[src/hdl/key_value_list_table_core_assert.svh]
// Assertion macros for the key/value list table core.
`ifndef KEY_VALUE_LIST_TABLE_CORE_ASSERT_SVH
`define KEY_VALUE_LIST_TABLE_CORE_ASSERT_SVH
`ifndef SYNTHESIS
// Same-cycle implication, checked on every rising edge outside reset.
`define KVLT_ASSERT_IMP(lbl, clk, rstn, pre, post) \
    lbl: assert property (@(posedge clk) disable iff (!rstn) (pre) |-> (post)) \
        else $error("key/value list table assertion failed");
// Next-cycle implication, checked on every rising edge outside reset.
`define KVLT_ASSERT_NXT(lbl, clk, rstn, pre, post) \
    lbl: assert property (@(posedge clk) disable iff (!rstn) (pre) |=> (post)) \
        else $error("key/value list table assertion failed");
`else
`define KVLT_ASSERT_IMP(lbl, clk, rstn, pre, post)
`define KVLT_ASSERT_NXT(lbl, clk, rstn, pre, post)
`endif
`endif

[src/hdl/kvlt_pkg.sv]
// Shared constants, codes and control types of the key/value list table.
`default_nettype none

package kvlt_pkg;

    // Table size and the internal widths that follow from it.
    localparam int DEPTH  = 64;
    localparam int ADDR_W = $clog2(DEPTH);
    localparam int CNT_W  = $clog2(DEPTH + 1);

    // Fixed field widths of the ports.
    localparam int REQ_W     = 3;
    localparam int POS_IN_W  = 7;
    localparam int KEY_W     = 32;
    localparam int VAL_W     = 32;
    localparam int STAT_W    = 2;
    localparam int POS_OUT_W = 6;
    localparam int COUNT_W   = 7;
    localparam int ENTRY_W   = KEY_W + VAL_W;

    // Request codes.
    localparam logic [REQ_W-1:0] REQ_PUSH      = REQ_W'(0);
    localparam logic [REQ_W-1:0] REQ_REMOVE    = REQ_W'(1);
    localparam logic [REQ_W-1:0] REQ_POP       = REQ_W'(2);
    localparam logic [REQ_W-1:0] REQ_GET       = REQ_W'(3);
    localparam logic [REQ_W-1:0] REQ_FIND_PAIR = REQ_W'(4);
    localparam logic [REQ_W-1:0] REQ_FIND_KEY  = REQ_W'(5);

    // Status codes.
    localparam logic [STAT_W-1:0] ST_OK       = STAT_W'(0);
    localparam logic [STAT_W-1:0] ST_OOB      = STAT_W'(1);
    localparam logic [STAT_W-1:0] ST_FULL     = STAT_W'(2);
    localparam logic [STAT_W-1:0] ST_NOTFOUND = STAT_W'(3);

    // How the result payload is formed.
    localparam logic [1:0] RES_PLAIN   = 2'd0;
    localparam logic [1:0] RES_FOUND   = 2'd1;
    localparam logic [1:0] RES_GET_OK  = 2'd2;
    localparam logic [1:0] RES_GET_BAD = 2'd3;

    // Start value of the walking index.
    localparam logic [1:0] IDX_ZERO     = 2'd0;
    localparam logic [1:0] IDX_POS      = 2'd1;
    localparam logic [1:0] IDX_POS_NEXT = 2'd2;

    // Commands from the controller to the datapath.
    typedef struct packed {
        logic              load;
        logic [1:0]        idx_src;
        logic              key_only;
        logic              shift;
        logic              step;
        logic              push;
        logic              pop;
        logic              emit;
        logic [STAT_W-1:0] st;
        logic [1:0]        kind;
    } kvlt_cmd_t;

    // Status from the datapath to the controller.
    typedef struct packed {
        logic full;
        logic empty;
        logic pos_oob;
        logic more;
        logic pending;
        logic hit;
    } kvlt_stat_t;

endpackage

`default_nettype wire

[src/hdl/key_value_list_table_core.sv]
// Top level of the key/value list table: controller, datapath and checks.
`default_nettype none
`include "key_value_list_table_core_assert.svh"

// The block holds an ordered list of up to DEPTH (64) key/value pairs in a
// single-port-write, registered-read table memory and serves one request at
// a time. A request beat is taken at a rising edge where start is high and
// busy is low; its result beat is registered at the edge where the work
// ends and appears on status, position_out, key_out, value_out and
// count_out, marked by done for that one cycle only. The receiver cannot
// stall, so it must capture the result beat whenever done is high. Push,
// pop, any rejected request and the unused request codes return their beat
// in the cycle after acceptance. Get loads the index, reads the entry into
// the read register in S_GET_RD and registers the result in S_GET_OUT.
// Remove at index p walks the memory once, moving one entry down per
// cycle. Find-pair and find-key read one entry per cycle from index zero
// and stop at the first match, or answer not-found once every entry below
// the count has been read; these walks through the single memory read
// port are the slowest requests, worst on a full table. busy stays high
// from acceptance until the edge that produces the result, and a new beat
// can be taken in the same cycle that done is shown. The table contents
// are not cleared at reset; only entries below the count are ever read.
module key_value_list_table_core
    import kvlt_pkg::*;
(
    input  wire logic                        clk,
    input  wire logic                        rst_n,
    input  wire logic                        start,
    output logic                             busy,
    input  wire logic [REQ_W-1:0]            req_type,
    input  wire logic [POS_IN_W-1:0]         position_in,
    input  wire logic [KEY_W-1:0]            entry_key,
    input  wire logic signed [VAL_W-1:0]     entry_value,
    output logic                             done,
    output logic [STAT_W-1:0]                status,
    output logic [POS_OUT_W-1:0]             position_out,
    output logic [KEY_W-1:0]                 key_out,
    output logic signed [VAL_W-1:0]          value_out,
    output logic [COUNT_W-1:0]               count_out
);

    kvlt_cmd_t  cmd;
    kvlt_stat_t stat;
    logic       push_when_full;

    // The controller sequences each request; it sees the table only
    // through the status bundle.
    kvlt_ctrl u_ctrl (
        .clk      (clk),
        .rst_n    (rst_n),
        .start    (start),
        .req_type (req_type),
        .stat     (stat),
        .cmd      (cmd),
        .busy     (busy)
    );

    // The datapath owns the entry memory, the count, the walking index and
    // the registered result beat.
    kvlt_dp u_dp (
        .clk          (clk),
        .rst_n        (rst_n),
        .cmd          (cmd),
        .stat         (stat),
        .position_in  (position_in),
        .entry_key    (entry_key),
        .entry_value  (entry_value),
        .done         (done),
        .status       (status),
        .position_out (position_out),
        .key_out      (key_out),
        .value_out    (value_out),
        .count_out    (count_out)
    );

    // A push beat is taken while the table already holds DEPTH entries.
    assign push_when_full = start && !busy && (req_type == REQ_PUSH) &&
                            (count_out == COUNT_W'(DEPTH));

    // A push into a full table is refused in the very next cycle.
    `KVLT_ASSERT_NXT(a_push_full, clk, rst_n, push_when_full, done && status == ST_FULL)

    // Every result is produced on the edge that returns the controller to idle.
    `KVLT_ASSERT_IMP(a_done_idle, clk, rst_n, done, !busy)

    // The entry count only moves together with a result beat.
    `KVLT_ASSERT_IMP(a_count_moves, clk, rst_n, !$stable(count_out), done)

endmodule

`default_nettype wire

[src/hdl/kvlt_dp.sv]
// Datapath of the key/value list table: entry memory, count, walking index, result registers.
`default_nettype none

module kvlt_dp
    import kvlt_pkg::*;
(
    input  wire logic                        clk,
    input  wire logic                        rst_n,
    input  wire kvlt_cmd_t                   cmd,
    output kvlt_stat_t                       stat,
    input  wire logic [POS_IN_W-1:0]         position_in,
    input  wire logic [KEY_W-1:0]            entry_key,
    input  wire logic signed [VAL_W-1:0]     entry_value,
    output logic                             done,
    output logic [STAT_W-1:0]                status,
    output logic [POS_OUT_W-1:0]             position_out,
    output logic [KEY_W-1:0]                 key_out,
    output logic signed [VAL_W-1:0]          value_out,
    output logic [COUNT_W-1:0]               count_out
);

    logic [ENTRY_W-1:0]          mem [DEPTH];
    logic [ENTRY_W-1:0]          rdata_reg;
    logic [CNT_W-1:0]            count_reg;
    logic [CNT_W-1:0]            count_next;
    logic [CNT_W-1:0]            idx_reg;
    logic [CNT_W-1:0]            idx_next;
    logic [CNT_W-1:0]            idx_d_reg;
    logic [CNT_W-1:0]            idx_wr;
    logic                        step_d_reg;
    logic                        shift_reg;
    logic                        key_only_reg;
    logic [KEY_W-1:0]            key_reg;
    logic [VAL_W-1:0]            val_reg;
    logic                        done_reg;
    logic [STAT_W-1:0]           status_reg;
    logic [POS_OUT_W-1:0]        pos_reg;
    logic [KEY_W-1:0]            key_out_reg;
    logic signed [VAL_W-1:0]     val_out_reg;
    logic                        wr_en;
    logic [ADDR_W-1:0]           wr_addr;
    logic [ENTRY_W-1:0]          wr_data;
    logic                        match;

    // A removal writes each entry read in the previous cycle one place lower.
    assign idx_wr  = idx_d_reg - CNT_W'(1);
    assign wr_en   = cmd.push | (step_d_reg & shift_reg);
    assign wr_addr = cmd.push ? count_reg[ADDR_W-1:0] : idx_wr[ADDR_W-1:0];
    assign wr_data = cmd.push ? {entry_key, entry_value} : rdata_reg;

    always_ff @(posedge clk)
    begin
        if (wr_en)
        begin
            mem[wr_addr] <= wr_data;
        end
        if (cmd.step)
        begin
            rdata_reg <= mem[idx_reg[ADDR_W-1:0]];
        end
    end

    assign match = (rdata_reg[ENTRY_W-1:VAL_W] == key_reg) &&
                   (key_only_reg || (rdata_reg[VAL_W-1:0] == val_reg));

    assign stat.full    = (count_reg >= CNT_W'(DEPTH));
    assign stat.empty   = (count_reg == '0);
    assign stat.pos_oob = (position_in >= count_reg);
    assign stat.more    = (idx_reg < count_reg);
    assign stat.pending = step_d_reg;
    assign stat.hit     = step_d_reg & match;

    always_comb
    begin
        count_next = count_reg;
        if (cmd.push)
        begin
            count_next = count_reg + CNT_W'(1);
        end
        else if (cmd.pop)
        begin
            count_next = count_reg - CNT_W'(1);
        end
    end

    always_comb
    begin
        idx_next = idx_reg;
        if (cmd.load)
        begin
            case (cmd.idx_src)
                IDX_POS:      idx_next = CNT_W'(position_in);
                IDX_POS_NEXT: idx_next = CNT_W'(position_in) + CNT_W'(1);
                default:      idx_next = '0;
            endcase
        end
        else if (cmd.step)
        begin
            idx_next = idx_reg + CNT_W'(1);
        end
    end

    always_ff @(posedge clk or negedge rst_n)
    begin
        if (!rst_n)
        begin
            count_reg    <= '0;
            idx_reg      <= '0;
            idx_d_reg    <= '0;
            step_d_reg   <= 1'b0;
            shift_reg    <= 1'b0;
            key_only_reg <= 1'b0;
            done_reg     <= 1'b0;
            status_reg   <= ST_OK;
        end
        else
        begin
            count_reg  <= count_next;
            idx_reg    <= idx_next;
            step_d_reg <= cmd.step;
            done_reg   <= cmd.emit;
            if (cmd.step)
            begin
                idx_d_reg <= idx_reg;
            end
            if (cmd.load)
            begin
                shift_reg    <= cmd.shift;
                key_only_reg <= cmd.key_only;
            end
            if (cmd.emit)
            begin
                status_reg <= cmd.st;
            end
        end
    end

    // Search operands and the result payload.
    always_ff @(posedge clk)
    begin
        if (cmd.load)
        begin
            key_reg <= entry_key;
            val_reg <= entry_value;
        end
        if (cmd.emit)
        begin
            pos_reg <= (cmd.kind == RES_FOUND) ? POS_OUT_W'(idx_d_reg) : '0;
            case (cmd.kind)
                RES_GET_OK:
                begin
                    key_out_reg <= rdata_reg[ENTRY_W-1:VAL_W];
                    val_out_reg <= $signed(rdata_reg[VAL_W-1:0]);
                end
                RES_GET_BAD:
                begin
                    key_out_reg <= '1;
                    val_out_reg <= '1;
                end
                default:
                begin
                    key_out_reg <= '0;
                    val_out_reg <= '0;
                end
            endcase
        end
    end

    assign done         = done_reg;
    assign status       = status_reg;
    assign position_out = pos_reg;
    assign key_out      = key_out_reg;
    assign value_out    = val_out_reg;
    assign count_out    = COUNT_W'(count_reg);

endmodule

`default_nettype wire

[src/hdl/kvlt_ctrl.sv]
// Controller state machine of the key/value list table.
`default_nettype none

module kvlt_ctrl
    import kvlt_pkg::*;
(
    input  wire logic              clk,
    input  wire logic              rst_n,
    input  wire logic              start,
    input  wire logic [REQ_W-1:0]  req_type,
    input  wire kvlt_stat_t        stat,
    output kvlt_cmd_t              cmd,
    output logic                   busy
);

    localparam logic [2:0] S_IDLE    = 3'd0;
    localparam logic [2:0] S_SHIFT   = 3'd1;
    localparam logic [2:0] S_GET_RD  = 3'd2;
    localparam logic [2:0] S_GET_OUT = 3'd3;
    localparam logic [2:0] S_SCAN    = 3'd4;

    logic [2:0] state_reg;
    logic [2:0] state_next;

    always_comb
    begin
        cmd        = '0;
        cmd.st     = ST_OK;
        cmd.kind   = RES_PLAIN;
        state_next = state_reg;
        unique case (state_reg)
            S_IDLE:
            begin
                if (start)
                begin
                    unique case (req_type) inside
                        REQ_PUSH:
                        begin
                            cmd.emit = 1'b1;
                            if (stat.full)
                            begin
                                cmd.st = ST_FULL;
                            end
                            else
                            begin
                                cmd.push = 1'b1;
                            end
                        end
                        REQ_REMOVE:
                        begin
                            if (stat.pos_oob)
                            begin
                                cmd.emit = 1'b1;
                                cmd.st   = ST_OOB;
                            end
                            else
                            begin
                                cmd.load    = 1'b1;
                                cmd.idx_src = IDX_POS_NEXT;
                                cmd.shift   = 1'b1;
                                state_next  = S_SHIFT;
                            end
                        end
                        REQ_POP:
                        begin
                            cmd.emit = 1'b1;
                            if (stat.empty)
                            begin
                                cmd.st = ST_OOB;
                            end
                            else
                            begin
                                cmd.pop = 1'b1;
                            end
                        end
                        REQ_GET:
                        begin
                            if (stat.pos_oob)
                            begin
                                cmd.emit = 1'b1;
                                cmd.st   = ST_OOB;
                                cmd.kind = RES_GET_BAD;
                            end
                            else
                            begin
                                cmd.load    = 1'b1;
                                cmd.idx_src = IDX_POS;
                                state_next  = S_GET_RD;
                            end
                        end
                        REQ_FIND_PAIR, REQ_FIND_KEY:
                        begin
                            cmd.load     = 1'b1;
                            cmd.idx_src  = IDX_ZERO;
                            cmd.key_only = (req_type == REQ_FIND_KEY);
                            state_next   = S_SCAN;
                        end
                        default:
                        begin
                            cmd.emit = 1'b1;
                        end
                    endcase
                end
            end
            S_SHIFT:
            begin
                // The final moved entry is written in the same cycle as the count drops.
                if (stat.more)
                begin
                    cmd.step = 1'b1;
                end
                else
                begin
                    cmd.pop    = 1'b1;
                    cmd.emit   = 1'b1;
                    state_next = S_IDLE;
                end
            end
            S_GET_RD:
            begin
                cmd.step   = 1'b1;
                state_next = S_GET_OUT;
            end
            S_GET_OUT:
            begin
                cmd.emit   = 1'b1;
                cmd.kind   = RES_GET_OK;
                state_next = S_IDLE;
            end
            S_SCAN:
            begin
                if (stat.hit)
                begin
                    cmd.emit   = 1'b1;
                    cmd.kind   = RES_FOUND;
                    state_next = S_IDLE;
                end
                else if (!stat.more && !stat.pending)
                begin
                    cmd.emit   = 1'b1;
                    cmd.st     = ST_NOTFOUND;
                    state_next = S_IDLE;
                end
                else if (stat.more)
                begin
                    cmd.step = 1'b1;
                end
            end
            default:
            begin
                state_next = S_IDLE;
            end
        endcase
    end

    always_ff @(posedge clk or negedge rst_n)
    begin
        if (!rst_n)
        begin
            state_reg <= S_IDLE;
        end
        else
        begin
            state_reg <= state_next;
        end
    end

    assign busy = (state_reg != S_IDLE);

endmodule

`default_nettype wire
[config.mk]
export PLATFORM = sky130hd
export DESIGN_NAME = key_value_list_table_core
export DESIGN_NICKNAME = d
export VERILOG_FILES = /design/src/hdl/kvlt_pkg.sv /design/src/hdl/key_value_list_table_core.sv /design/src/hdl/kvlt_dp.sv /design/src/hdl/kvlt_ctrl.sv
export VERILOG_INCLUDE_DIRS = /design/src /design/src/hdl
export SDC_FILE = /design/constraint.sdc
export NUM_CORES = 2
export LEC_CHECK = 0
export BUFFER_PORTS_ARGS = -buffer_cell sky130_fd_sc_hd__buf_4
export CAP_MARGIN = 40
export CORE_UTILIZATION = 52
export CTS_CLUSTER_SIZE = 20
export DETAILED_ROUTE_END_ITERATION = 7
export HOLD_SLACK_MARGIN = 0.15
export PLACE_DENSITY = 0.68
export SYNTH_ARGS = -nofsm -noshare
export SYNTH_HDL_FRONTEND = slang
export SYNTH_SLANG_ARGS = --single-unit
export TNS_END_PERCENT = 1
[constraint.sdc]
create_clock -name clk -period 11.73 [get_ports clk]
set_input_delay 0.5865 -clock clk [delete_from_list [all_inputs] [get_ports clk]]
set_output_delay 0.5865 -clock clk [all_outputs]
set_load 0.1 [all_outputs]
== Word-level counts from Yosys, hierarchy flattened ==
Memories as Yosys holds them, arrays and structs flattened. A register that Yosys moved wholly into a read port is not among the register bits.
Cells that the tools add are included.
Word-level totals
  register bits: 163
  bits in writable memories: 4096
  bits of input ports: 77
  output and inout bits: 81
  logic and storage cells: 114
  memories kept: 1
Operators by class
  add/sub/neg operators: 5
  magnitude comparators: 3
  equal/unequal tests: 22
  mux-type cells: 53
  bitwise gates (word level): 3
  reductions and logical operators: 13
Memories
  u_dp.mem: words 64, bits a word 64, rd ports 1, clocked after Yosys merged registers in 1, wr ports 1, RTL line kvlt_dp.sv:22  | logic [ENTRY_W-1:0] mem [DEPTH];
Operators with widths (count)
  32-bit case mux with 2 select lines: 2
  32-bit == test: 2
  64-bit two-way mux: 1
  7-bit two-way mux: 5
  3-bit two-way mux: 10
  7-bit by 1-bit adder with 7-bit output, second input constant: 3
  3-bit case mux with 3 select lines: 2
  1-bit two-way mux: 16
  5-bit two-way mux: 3
  7-bit case mux with 2 select lines: 1
  3-bit by 2-bit == test with 1-bit output, second input constant: 4
  3-bit case mux with 4 select lines: 1
  3-bit == test, second input constant: 3
  2-bit two-way mux: 4
  2-bit case mux with 4 select lines: 1
  7-bit >= comparator: 1
  7-bit >= comparator, second input constant: 1
  7-bit zero test: 1
  7-bit < comparator: 1
  7-bit by 1-bit subtractor with 7-bit output, second input constant: 1
  2-bit == test, second input constant: 3
  3-bit by 1-bit == test with 1-bit output, second input constant: 2
  3-bit zero test: 2
  6-bit two-way mux: 1
  20 further kinds: 28

== Logic depth before layout (Yosys ltp) ==
  depth after elaboration: 8
  mapped depth: 15
  gate-level depth less buffers: 14

== Cells and area by module ==
From an unflattened synthesis, not the netlist that was laid out.
Unflattened totals
  cell total of the unflattened synthesis: 7155
  area total of the unflattened synthesis: 165545.0 µm²
Modules (own cells, without submodules)
  kvlt_dp: times used 1, cells each 7099, area an instance 165103.3 µm²
  kvlt_ctrl: times used 1, cells each 56, area an instance 441.7 µm²

== Worst setup path after synthesis ==
Ideal clock, no wire load.
  path type: reg2reg
  from: register u_ctrl.state_reg[1]
  to: memory u_dp.mem[43][0] (netlist bit), enable pin
  data arrival time: 4.794 ns
  required time: 11.243 ns
  slack: 6.449 ns
  stages on the path, launching flop included: 10
  buffers on the path: 2
  period minus slack after synthesis: 5.281 ns
  cells stage by stage: dfrtp_1 -> clkbuf_1 -> nor4b_2 -> nand2b_1 -> nor4_2 -> buf_2 -> nand3_1 -> o41ai_1 -> nand2_1 -> nor2_1
Between the ends
  word-level cells in the longest chain between the ends: 5
Ends and longest elaborated chain
  start: declaration: RTL line kvlt_ctrl.sv:22  | logic [2:0] state_reg;
  start signal: assignment: RTL line kvlt_ctrl.sv:164  | state_reg <= state_next;
  3-bit zero test *: RTL line kvlt_ctrl.sv:31  | unique case (state_reg)
  1-bit two-way mux *: RTL line kvlt_ctrl.sv:31
  1-bit OR: RTL line kvlt_dp.sv:47  | assign wr_en = cmd.push | (step_d_reg & shift_reg);
  1-bit two-way mux: RTL line kvlt_dp.sv:53  | if (wr_en)
  1-bit two-way mux (not written as such): RTL line kvlt_dp.sv:55  | mem[wr_addr] <= wr_data;
  end: declaration: RTL line kvlt_dp.sv:22
Every way passes the cells marked *; elsewhere a longest branch is shown, timed or not.

== Final worst setup path ==
  from: register u_ctrl.state_reg[2]
  to: memory u_dp.mem[15][37] (netlist bit), enable pin
The elaborated chain is that of the path after synthesis.

==> results.json <==
{
  "outcome": "complete, no violations",
  "ir_drop_uv": 198,
  "tns_ps": 0,
  "synth_top_area_share_pct": 78.0,
  "grt-ovfl-total": 0,
  "root_buffer": "clkbuf_16",
  "hold_ws_ps": 352,
  "largest_register_ffs": 4096,
  "syn_to_final_growth_pct": 14.8,
  "yosys_warnings": 0,
  "swShare_pct": 31.0,
  "skew_ps": 80.6,
  "core.rowCount": 206,
  "dp_hpwl_um": 260000,
  "avgSynthCellArea_um2": 25.2,
  "start_util_pct": 52.4,
  "place_ws_ps": 5380,
  "clock-sinks": 4323,
  "post_cts_buffers": 0,
  "clkTransAtPathRegs_ps": 70,
  "power_mw": 47.8,
  "cts_resized": 0,
  "power.static_leakage_nw": 58.4,
  "core_um2": 315000,
  "drive_gt1_share_pct": 33.9,
  "slew_violations": 0,
  "vias": 79200,
  "combPwrFrac_pct": 29.4,
  "pwr-share-clk_pct": 27.6,
  "vias_per_cell": 6.74,
  "crit_path_max_fanout": 32,
  "die_area_um2": 320000,
  "rsz0062_at_grt": "false",
  "cp_top_family": "buffers and inverters",
  "crit_slowest_cell": "nor2_4",
  "routedWlPerCell_um": 38.7,
  "die_x_um": 566,
  "grt_usage_pct": 28.7,
  "worst_slack_ps": 5240,
  "io_buffer_count": 157,
  "io_pins": 158,
  "worst-path-buf-inv": 5,
  "whs_path_depth": 2,
  "synth.distinct_cells": 50,
  "critical_path.cell_chain": "nor4b_2 > nand2b_1 > nor4_4 > buf_4 > buf_4 > buf_16 > nand2_1 > o21ai_1 > nand2_1 > nor2_4 > buf_4 > buf_4",
  "drt-total-wl_um": 455000,
  "post-route-util_pct": 60.1,
  "tightestPinTransition_ps": 1090,
  "ys_ff_latch": 4323,
  "die_h_um": 566,
  "switchingPower_mw": 14.8,
  "clock_latency_ps": 980,
  "cp.depth": 12,
  "place_congestion": 0.842,
  "async_flop_share_pct": 0.671,
  "fmax_ghz": 0.154,
  "worst_setup_path_end_kind": "register",
  "antenna_left": 0,
  "stdcell_count": 11800,
  "cpMostUsedCell": "buf_4",
  "synth_edf_count": 4294,
  "antenna_found_initial": 21,
  "cts_hold_buf": 79,
  "fin_nets": 7315,
  "crit_arrival_ps": 7050,
  "cts_buffer_depth": 4,
  "drtPass1Iterations": 6,
  "synth_area_um2": 165000,
  "internal_power_mw": 33.0,
  "finalSetupViolCount": 0,
  "worst-setup-path-type": "register to register",
  "cp.required_ps": 12290,
  "drt_iter0_drc": 12800,
  "grt_max_degree": 140,
  "hp-class": "input port to register",
  "min_period_over_period_pct": 55.3,
  "cp-start-kind": "register",
  "synth_top_cell_by_area": "edfxtp_1",
  "place_inst": 10900,
  "seqPwrFrac_pct": 43.0,
  "r2r_cells": 12,
  "post-route-cell-area_um2": 190000,
  "seq_area_frac_synth_pct": 78.5,
  "p_per_area_nw_per_um2": 252,
  "cts_inserted_buffers": 429,
  "h-tree-depth": 5,
  "synthFlopType": "edfxtp_1",
  "worst_path_largest_cell_delay_ps": 740,
  "grt_pass1_vias": 78800,
  "max_slew_margin_pct": 27.1,
  "postSynthCellCount": 6549,
  "cts_tree": "yes",
  "period_minus_slack_ps": 6490,
  "hold_viol_final": 0,
  "drc_errors": 0,
  "place_area_um2": 175000,
  "max-cap-violations": 0,
  "synth_area_leaders": "edfxtp_1, mux4_2, mux2_2, dfrtp_1, xnor2_1",
  "synth_fp_nets": 6650,
  "grt_pass1_wl_um": 629000
}
[cell usage after synthesis, drive strengths merged (3+ instances only)]
library cell / instances
o41ai: 3
mux4: 1344
xnor2: 75
o21a: 72
a22oi: 7
inv: 19
nor2: 88
nor3: 7
a21oi: 19
nor4: 9
a221o: 3
o2111ai: 3
nand4: 18
nand2: 44
buf: 160
edfxtp: 4294
ha: 23
clkbuf: 172
o31ai: 3
and2: 6
and3: 6
xor2: 8
mux2: 68
nand3: 16
a21o: 10
o21ai: 15
nand2b: 6
dfrtp: 29
[path summary, 6_finish.rpt]
path / start / end / slack, ps
min in group asynchronous: rst_n / u_dp.count_out[0] / 630
max in group asynchronous: rst_n / u_dp.done / 10870
max reg2reg: u_ctrl.state_reg[2] / u_dp.mem[15][37] / 5240
min reg2reg: u_dp.status[0] / u_dp.status[0] / 550
max: u_ctrl.state_reg[2] / u_dp.mem[15][37] / 5240
min: entry_value[0] / u_dp.val_reg[0] / 350
[power by group through the flow]
stage | Combinational [mW] | Sequential [mW] | Clock [mW]
after floorplan | 8.26 | 21.3 | 0
after global placement | 12.9 | 21.0 | 0
after detailed placement | 14.0 | 20.8 | 0
after CTS | 14.1 | 20.5 | 13.3
after global routing | 14.6 | 20.6 | 13.9
final | 14.0 | 20.5 | 13.2
[cell usage in the layout, fill, tap and decap left out, types with 8 or more instances in the layout]
cell type,instances
nor2_4,64
nand3_1,16
clkbuf_16,433
buf_4,341
o21ai_0,12
o21a_1,72
diode_2,34
edfxtp_1,4294
clkinv_2,85
mux4_2,1344
dlygate4sd3_1,78
xnor2_1,75
inv_6,10
nor2_1,24
ha_1,23
nand2_1,43
clkbuf_1,82
a21o_1,9
buf_16,57
nand4_1,18
buf_12,86
clkinv_1,114
inv_1,18
xor2_1,8
mux2_2,68
bufinv_16,28
dfrtp_1,23
a21oi_1,18
[layout make-up]
class	count	area, µm²
multi-input cells	1875	34600
fillers	21300	126000
clock buffers	518	11200
clock inverters	260	2220
well taps	4160	5200
flip-flops and latches	4323	130000
inverters	19	73.8
diodes	34	85.1
repair buffers	566	6670
[per-layer routing]
| metal | wire length (µm) | up-vias | GRT usage, % | share of wire, % |
|---|---|---|---|---|
| met5 | 129 | - | 0.238 | 0.028 |
| met4 | 23200 | 6 | 13.1 | 5.1 |
| met3 | 46100 | 876 | 5.32 | 10 |
| met2 | 218000 | 5232 | 45.0 | 48 |
| met1 | 168000 | 43100 | 39.8 | 37 |
| li1 | - | 30000 | - | - |
[logic make-up after synthesis]
| family | after synthesis | synth area share, % |
|---|---|---|
| compound gates | 146 | 0.625 |
| xor+xnor | 83 | 0.440 |
| fa+ha+maj | 24 | 0.186 |
| buf+inv | 351 | 0.915 |
| flops | 4323 | 78.5 |
| mux | 1414 | 18.8 |
| simple gates | 208 | 0.585 |
No activity file was read; power rests on OpenSTA's default activity.
